## config.mk

```make
export PLATFORM = sky130hd
export DESIGN_NAME = indexed_ordered_list_unit
export DESIGN_NICKNAME = d
export VERILOG_FILES = /design/src/design/iol_pkg.sv /design/src/design/indexed_ordered_list_unit.sv /design/src/design/iol_ram.sv /design/src/design/iol_seq.sv
export SDC_FILE = /design/constraint.sdc
export NUM_CORES = 2
export LEC_CHECK = 0
export BUFFER_PORTS_ARGS = -buffer_cell sky130_fd_sc_hd__buf_2
export CELL_PAD_IN_SITES_DETAIL_PLACEMENT = 2
export CELL_PAD_IN_SITES_GLOBAL_PLACEMENT = 2
export CORE_ASPECT_RATIO = 0.9
export CORE_MARGIN = 5
export CORE_UTILIZATION = 35
export DETAILED_ROUTE_END_ITERATION = 10
export HOLD_SLACK_MARGIN = 0.08
export PLACE_DENSITY = 0.71
export SLEW_MARGIN = 10
export SYNTH_ARGS = -nofsm -noshare
export SYNTH_HDL_FRONTEND = slang
export SYNTH_SLANG_ARGS = --single-unit
```

## constraint.sdc

```tcl
create_clock -name clock -period 6.6 [get_ports clock]
set_input_delay 0.33 -clock clock [delete_from_list [all_inputs] [get_ports clock]]
set_output_delay 0.33 -clock clock [all_outputs]
set_load 0.005 [all_outputs]
```

## src/design/iol_pkg.sv

```systemverilog
// Package: shared constants, codes and interface structs of the ordered list unit
`timescale 1ns / 1ps
package iol_pkg;

   localparam int CAPACITY   = 64;
   localparam int DATA_WIDTH = 32;

   localparam int CMD_W    = 3;
   localparam int POS_W    = 6;
   localparam int VALUE_W  = 32;
   localparam int STATUS_W = 2;
   localparam int LENGTH_W = 7;

   localparam int ADDR_W  = $clog2(CAPACITY);
   localparam int COUNT_W = $clog2(CAPACITY + 1);
   localparam int CMP_W   = (POS_W > COUNT_W) ? POS_W : COUNT_W;

   typedef enum logic [CMD_W-1:0] {
      CMD_GET        = 3'd0,
      CMD_INS_HEAD   = 3'd1,
      CMD_INS_TAIL   = 3'd2,
      CMD_INS_BEFORE = 3'd3,
      CMD_DELETE     = 3'd4
   } cmd_type;

   typedef enum logic [STATUS_W-1:0] {
      ST_DONE  = 2'd0,
      ST_RANGE = 2'd1,
      ST_FULL  = 2'd2
   } status_type;

   typedef enum logic [2:0] {
      S_IDLE,
      S_GET_WAIT,
      S_SHIFT_UP,
      S_INS_WR,
      S_SHIFT_DN,
      S_RESP
   } state_type;

   typedef struct packed {
      logic                  wr_en;
      logic [ADDR_W-1:0]     wr_addr;
      logic [DATA_WIDTH-1:0] wr_data;
      logic                  rd_en;
      logic [ADDR_W-1:0]     rd_addr;
   } mem_req_type;

   typedef struct packed {
      logic                       valid;
      status_type                 status;
      logic signed [VALUE_W-1:0]  read_value;
      logic [LENGTH_W-1:0]        length;
   } result_type;

endpackage

```

## src/design/indexed_ordered_list_unit.sv

```systemverilog
// Top level: ordered list of signed values kept in one RAM, with indexed insert and delete
`timescale 1ns / 1ps
//
//  channel   direction  handshake                 payload
//  req_      in         req_valid / req_stall     command, position, value
//  rsp_      out        rsp_valid / rsp_stall     status, read_value, length
//
//  One command is in work at a time; the element RAM has one read and one write
//  port, so an insert or delete moves one element per cycle.
//  A result is held in the output register until taken; the next command
//  is accepted while it waits. Reset clears the element count, the sequencer
//  state and the output valid flag; no RAM sweep.
module indexed_ordered_list_unit import iol_pkg::*; (
   input  logic                      clock,
   input  logic                      reset,
   input  logic                      req_valid,
   output logic                      req_stall,
   input  logic [CMD_W-1:0]          req_command,
   input  logic [POS_W-1:0]          req_position,
   input  logic signed [VALUE_W-1:0] req_value,
   output logic                      rsp_valid,
   input  logic                      rsp_stall,
   output logic [STATUS_W-1:0]       rsp_status,
   output logic signed [VALUE_W-1:0] rsp_read_value,
   output logic [LENGTH_W-1:0]       rsp_length
);

   mem_req_type           mem_req;
   logic [DATA_WIDTH-1:0] mem_rd_data;
   result_type            res;
   logic                  res_free;

   logic                      rsp_valid_ff;
   logic [STATUS_W-1:0]       rsp_status_ff;
   logic signed [VALUE_W-1:0] rsp_read_value_ff;
   logic [LENGTH_W-1:0]       rsp_length_ff;

   // element store: one entry per list slot, entries 0 .. count-1 in order
   iol_ram #(
      .WIDTH (DATA_WIDTH),
      .DEPTH (CAPACITY)
   ) u_store (
      .clock   (clock),
      .wr_en   (mem_req.wr_en),
      .wr_addr (mem_req.wr_addr),
      .wr_data (mem_req.wr_data),
      .rd_en   (mem_req.rd_en),
      .rd_addr (mem_req.rd_addr),
      .rd_data (mem_rd_data)
   );

   iol_seq u_seq (
      .clock        (clock),
      .reset        (reset),
      .req_valid    (req_valid),
      .req_stall    (req_stall),
      .req_command  (req_command),
      .req_position (req_position),
      .req_value    (req_value),
      .mem_req      (mem_req),
      .mem_rd_data  (mem_rd_data),
      .res_free     (res_free),
      .res          (res)
   );

   // output register is free when empty or when its transfer completes now
   assign res_free = !rsp_valid_ff || !rsp_stall;

   always_ff @(posedge clock) begin
      if (reset) begin
         rsp_valid_ff <= 1'b0;
      end else if (res.valid && res_free) begin
         rsp_valid_ff <= 1'b1;
      end else if (!rsp_stall) begin
         rsp_valid_ff <= 1'b0;
      end
   end

   // hold payload while stalled; load a new result only when free
   always_ff @(posedge clock) begin
      if (res.valid && res_free) begin
         rsp_status_ff     <= res.status;
         rsp_read_value_ff <= res.read_value;
         rsp_length_ff     <= res.length;
      end
   end

   assign rsp_valid      = rsp_valid_ff;
   assign rsp_status     = rsp_status_ff;
   assign rsp_read_value = rsp_read_value_ff;
   assign rsp_length     = rsp_length_ff;

endmodule

```

## src/design/iol_ram.sv

```systemverilog
// Generic simple dual-port RAM with registered read
`timescale 1ns / 1ps
module iol_ram #(
   parameter int WIDTH = 32,
   parameter int DEPTH = 64
) (
   input  logic                     clock,
   input  logic                     wr_en,
   input  logic [$clog2(DEPTH)-1:0] wr_addr,
   input  logic [WIDTH-1:0]         wr_data,
   input  logic                     rd_en,
   input  logic [$clog2(DEPTH)-1:0] rd_addr,
   output logic [WIDTH-1:0]         rd_data
);

   logic [WIDTH-1:0] mem_ff [DEPTH];
   logic [WIDTH-1:0] rd_data_ff;

   always_ff @(posedge clock) begin
      if (wr_en) begin
         mem_ff[wr_addr] <= wr_data;
      end
      if (rd_en) begin
         rd_data_ff <= mem_ff[rd_addr];
      end
   end

   assign rd_data = rd_data_ff;

endmodule

```

## src/design/iol_seq.sv

```systemverilog
// Sequencer: command decode, element count and shift walks over the element RAM
`timescale 1ns / 1ps
module iol_seq import iol_pkg::*; (
   input  logic                     clock,
   input  logic                     reset,
   input  logic                     req_valid,
   output logic                     req_stall,
   input  logic [CMD_W-1:0]         req_command,
   input  logic [POS_W-1:0]         req_position,
   input  logic signed [VALUE_W-1:0] req_value,
   output mem_req_type              mem_req,
   input  logic [DATA_WIDTH-1:0]    mem_rd_data,
   input  logic                     res_free,
   output result_type               res
);

   state_type                 state_ff, state_in;
   logic [COUNT_W-1:0]        count_ff, count_in;
   logic [ADDR_W-1:0]         ptr_ff, ptr_in;
   logic [ADDR_W-1:0]         pos_ff, pos_in;
   logic [DATA_WIDTH-1:0]     value_ff, value_in;
   status_type                status_ff, status_in;
   logic signed [VALUE_W-1:0] rdval_ff, rdval_in;

   logic [CMP_W-1:0]  pos_c;
   logic [CMP_W-1:0]  cnt_c;
   logic [CMP_W-1:0]  ins_c;
   logic [ADDR_W-1:0] last_addr;

   assign pos_c     = CMP_W'(req_position);
   assign cnt_c     = CMP_W'(count_ff);
   assign last_addr = ADDR_W'(count_ff - 1'b1);

   always_ff @(posedge clock) begin
      if (reset) begin
         state_ff <= S_IDLE;
         count_ff <= '0;
      end else begin
         state_ff <= state_in;
         count_ff <= count_in;
      end
   end

   always_ff @(posedge clock) begin
      ptr_ff    <= ptr_in;
      pos_ff    <= pos_in;
      value_ff  <= value_in;
      status_ff <= status_in;
      rdval_ff  <= rdval_in;
   end

   always_comb begin
      state_in  = state_ff;
      count_in  = count_ff;
      ptr_in    = ptr_ff;
      pos_in    = pos_ff;
      value_in  = value_ff;
      status_in = status_ff;
      rdval_in  = rdval_ff;
      mem_req   = '0;
      ins_c     = '0;

      case (state_ff)
         S_IDLE: begin
            if (req_valid) begin
               value_in  = DATA_WIDTH'(req_value);
               status_in = ST_RANGE;
               rdval_in  = '1;
               state_in  = S_RESP;
               case (cmd_type'(req_command))
                  CMD_GET: begin
                     if (pos_c < cnt_c) begin
                        mem_req.rd_en   = 1'b1;
                        mem_req.rd_addr = ADDR_W'(req_position);
                        state_in        = S_GET_WAIT;
                     end
                  end
                  CMD_INS_HEAD, CMD_INS_TAIL, CMD_INS_BEFORE: begin
                     if (cmd_type'(req_command) == CMD_INS_HEAD) begin
                        ins_c = '0;
                     end else if (cmd_type'(req_command) == CMD_INS_TAIL) begin
                        ins_c = cnt_c;
                     end else begin
                        ins_c = pos_c;
                     end
                     if (ins_c > cnt_c) begin
                        status_in = ST_RANGE;
                     end else if (count_ff == COUNT_W'(CAPACITY)) begin
                        status_in = ST_FULL;
                     end else if (ins_c == cnt_c) begin
                        // append: nothing to move
                        mem_req.wr_en   = 1'b1;
                        mem_req.wr_addr = ADDR_W'(ins_c);
                        mem_req.wr_data = DATA_WIDTH'(req_value);
                        count_in        = count_ff + 1'b1;
                        status_in       = ST_DONE;
                     end else begin
                        pos_in          = ADDR_W'(ins_c);
                        mem_req.rd_en   = 1'b1;
                        mem_req.rd_addr = last_addr;
                        ptr_in          = last_addr;
                        state_in        = S_SHIFT_UP;
                     end
                  end
                  CMD_DELETE: begin
                     if (pos_c < cnt_c) begin
                        if (pos_c == cnt_c - 1'b1) begin
                           // last element: drop it by count alone
                           count_in  = count_ff - 1'b1;
                           status_in = ST_DONE;
                        end else begin
                           mem_req.rd_en   = 1'b1;
                           mem_req.rd_addr = ADDR_W'(req_position) + 1'b1;
                           ptr_in          = ADDR_W'(req_position) + 1'b1;
                           state_in        = S_SHIFT_DN;
                        end
                     end
                  end
                  default: begin
                     status_in = ST_RANGE;
                  end
               endcase
            end
         end
         S_GET_WAIT: begin
            rdval_in  = VALUE_W'(signed'(mem_rd_data));
            status_in = ST_DONE;
            state_in  = S_RESP;
         end
         S_SHIFT_UP: begin
            mem_req.wr_en   = 1'b1;
            mem_req.wr_addr = ptr_ff + 1'b1;
            mem_req.wr_data = mem_rd_data;
            if (ptr_ff == pos_ff) begin
               state_in = S_INS_WR;
            end else begin
               mem_req.rd_en   = 1'b1;
               mem_req.rd_addr = ptr_ff - 1'b1;
               ptr_in          = ptr_ff - 1'b1;
            end
         end
         S_INS_WR: begin
            mem_req.wr_en   = 1'b1;
            mem_req.wr_addr = pos_ff;
            mem_req.wr_data = value_ff;
            count_in        = count_ff + 1'b1;
            status_in       = ST_DONE;
            state_in        = S_RESP;
         end
         S_SHIFT_DN: begin
            mem_req.wr_en   = 1'b1;
            mem_req.wr_addr = ptr_ff - 1'b1;
            mem_req.wr_data = mem_rd_data;
            if (ptr_ff == last_addr) begin
               count_in  = count_ff - 1'b1;
               status_in = ST_DONE;
               state_in  = S_RESP;
            end else begin
               mem_req.rd_en   = 1'b1;
               mem_req.rd_addr = ptr_ff + 1'b1;
               ptr_in          = ptr_ff + 1'b1;
            end
         end
         S_RESP: begin
            if (res_free) begin
               state_in = S_IDLE;
            end
         end
         default: begin
            state_in = S_IDLE;
         end
      endcase
   end

   assign req_stall      = (state_ff != S_IDLE);
   assign res.valid      = (state_ff == S_RESP);
   assign res.status     = status_ff;
   assign res.read_value = rdval_ff;
   assign res.length     = LENGTH_W'(count_ff);

endmodule
```

==> summary.md <==
| Metric | Value |
|---|---|
| R2R Path Start | u_seq.cnt_c[1]$_SDFFE_PP0P_ |
| CORE AREA | 0.253 sq mm |
| Antenna-violating nets left | 0 |
| Top cell type's share of synthesized area | 74.4% |
| Worst hold start | req_position[0] |
| Worst EP required | 7.34 ns |
| Data arrival, critical path | roughly 6.8 ns |
| All-layer global routing usage | 25.2% |
| Total wire length | approximately 340000 um |
| Crit path kind | reg2reg |
| Worst Tran Pin Value | 1.26 ns |
| Startpoint types | register |
| Htree depth | 4 |
| Initial antenna violation count | 27 |
| Pre-antenna DRT Iters | 6 |
| Clk buf depth | 3 |
| Unrepaired setup endpoints after global routing | no |
| Ys async rst share | 0% |
| CTS clk-pin slew, worst paths | approximately 0.06 ns |
| P&R area growth vs syn | 16.3% |
| Post-synthesis sequential area ratio | 74.6% |
| CTS sink cnt | 2210 |
| Gate Count Post-Synth | between 5000 and 6000 |
| First-pass GRT wire length | roughly 480000 um |
| Setup crit end kind | register |
| IO Pins | 88 |
| Final HPWL from detailed placement | between 200000 and 250000 um |
| Post-Syn Nets | 5959 |
| Vias in the first global route | 60800 |
| Distinct cell type count after synthesis | 91 |
| Die ar. | 0.264 sq mm |
| Gr ovfl total | 0 |
| GPL Wtd Cong | 0.898 |
| MaxCap Viol Count | 0 |
| Via Count | approximately 57000 |
| CTS tree | yes |
| EDFF count, synth | 2199 |
| PD cells | 477 mW/mm^2 |
| Final hold violation count | 0 |
| Clock latency on the worst-skew pair | a little under 0.9 ns |
| # port buffers | between 80 and 90 |
| Root buffer cell | clkbuf_16 |
| Critical Path Source | u_seq.cnt_c[1]$_SDFFE_PP0P_ |
| Syn. warnings | 0 |
| Fin crit share | 92.3% |
| Initial Utilization | a little over a third |
| Slew margin rel. | about 16% |
| Leakage | 35.3 nW |
| Count leader, synth | edfxtp_1 |
| Top cells by area, synth | edfxtp_1 (74%), mux2i_1 (7.4%), nand2_1 (4.8%) |
| Commonest cells in the synthesized netlist | edfxtp_1 (2199), nand2_1 (1132), mux2i_1 (658), nand3_1 (459), a21oi_1 (245) |
| Detailed router's first-iteration violation count | 7046 |
| Syn avg cell area | 15.1 sq um |
| Filler instances | 24600 |
| Postcts setup bufs | 0 |
| Max Fclk | 0.164 GHz |
| FP Rows | roughly 180 |
| # DRC | 0 |
| Final Max Slew Viols | 0 |
| Fin Setup TNS | 0 ns |
| Largest net degree at the start of global routing | 95 |
| HP Class | in2reg |
| Tot Pwr | 49.2 mW |
| Wire length per cell after detailed routing | between 30 and 40 um |
| Die Wd | 541 um |
| Netlist Area Pre-Place | ~0.089 sq mm |
| Nets | 6279 |
| Yosys reg bits | 2210 |
| Worst hold margin | around 0.17 ns |
| Via density | 5.85 |
| Clock skew | 0.0499 ns |
| Synth area leader | edfxtp_1 |
| Status | finished clean |
| VDD IR max | 308 uV |
| DIE HEIGHT | 488 um |
| CTS Buf Count | 229 |
| Setup-failing EPs final | 0 |
| Min Clock Period, post-route | ~6 ns |
| Share of cells above drive strength 1 | 13.8% |
| Primary FF master, synth | edfxtp_1 |
| Worst-path maximum fanout | 39 |
[repair_timing]
item	4_1_cts	5_1_grt
resized for setup	0	0
hold buffers	41	0
hold endpoints to repair	56	0
[registers in the layout (all words and copies together), names as in the netlist]
| register | count |
|---|---|
| rsp_length | 7 |
| rsp_read_value | 32 |
| rsp_status | 2 |
| rsp_valid | 1 |
| u_seq.cnt_c | 7 |
| u_seq.pos_ff | 6 |
| u_seq.ptr_ff | 6 |
| u_seq.rdval_ff | 32 |
| u_seq.state_ff | 3 |
| u_seq.status_ff | 2 |
| u_seq.value_ff | 32 |
| u_store.mem_ff | 2048 |
| u_store.rd_data | 32 |
[worst max-delay path, cell delays in order, from the launching register on]
cell       delay, ns
dfxtp_1         0.52
inv_1           0.21
ha_1            0.52
xor2_1          0.20
nand2_1         0.11
a2111oi_4       0.38
nand3_2         0.26
a31oi_1         0.52
nand3_4         0.66
buf_12          0.45
buf_4           0.31
mux2i_1         0.16
mux2i_1         0.36
o22ai_1         0.15
nor4_2          0.64
buf_4           0.26
and3_1          0.15
[per-stage QoR]
step | area (sq um) | util, % | cells | setup WS [ns]
3_5_place_dp | 95500 | 37.8 | 9307 | 0.438
6_report | 103000 | 40.9 | 9784 | 0.506
3_3_place_gp | 95400 | 37.8 | 9302 | -0.462
5_1_grt | 103000 | 40.8 | 9766 | 0.367
2_1_floorplan | 88800 | - | 5896 | 1.52
4_1_cts | 103000 | 40.8 | 9766 | 0.617
[metal layers]
layer	wire length, um	vias to the layer above	track usage [%]
met5	91	-	0
met4	12200	14	8.62
met3	28000	621	5.11
met2	160000	2758	40.7
met1	139000	30800	34.0
li1	-	23100	-
[cell usage in the layout (no fill, tap or decap), types with 27 or more instances in the layout]
cell type      count
nand3_1          458
clkbuf_1          49
nor2_1            59
edfxtp_1        2199
nor2_4            64
clkbuf_16        232
o22ai_1           93
nand2_1         1100
mux2_2            27
buf_12            76
or3_1             41
dlygate4sd3_1     41
a22oi_1           37
o2bb2ai_1         34
and3_1            57
a21oi_1          244
nor4_1            74
buf_2             87
clkinv_1          62
mux2i_1          658
clkinv_2          35
buf_4            217
[worst paths after layout]
path / slack [ns] / cells after the start / end
worst max-delay path: 0.51 / 16 / u_store.rd_data[19]$_DFFE_PP_
worst max register to register: 0.51 / 16 / u_store.rd_data[19]$_DFFE_PP_
worst min register to register: 0.42 / 0 / rsp_read_value[22]$_DFFE_PP_
worst min-delay path: 0.17 / 4 / u_seq.ptr_ff[0]$_DFFE_PP_
[power by group]
| part | internal, mW | switching, mW |
|---|---|---|
| Combinational | 4.80 | 12.5 |
| Clock | 7.21 | 5.70 |
| Sequential | 18.3 | 0.704 |
| Total | 30.3 | 18.9 |
[final cells by class]
type | count | area (sq um) | area share [%]
antenna | 18 | 45.0 | 0.0436
clock buffer | 281 | 5990 | 5.80
clock inverter | 137 | 1280 | 1.24
inverter | 20 | 75.1 | 0.0727
multi-input combinational | 3332 | 21400 | 20.7
sequential | 2210 | 66300 | 64.2
tap | 3363 | 4210 | 4.08
timing repair buffer | 423 | 4020 | 3.89
[cells by family (layout without fill, tap and decap cells)]
logic type               count (synthesis)  count (layout)  share of synthesized area, %
AO/OA/AOI/OAI                          595             595                          4.39
XOR/XNOR                                39              39                         0.400
adder cells (fa/ha/maj)                 18              18                         0.254
buffers and inverters                  354             861                          2.17
flip-flops                            2210            2210                          74.6
multiplexers                           710             710                          8.40
other                                    0              18                             0
AND/OR/NAND/NOR                       1970            1970                          9.77
Note: power is estimated with default switching activity, not from simulation.
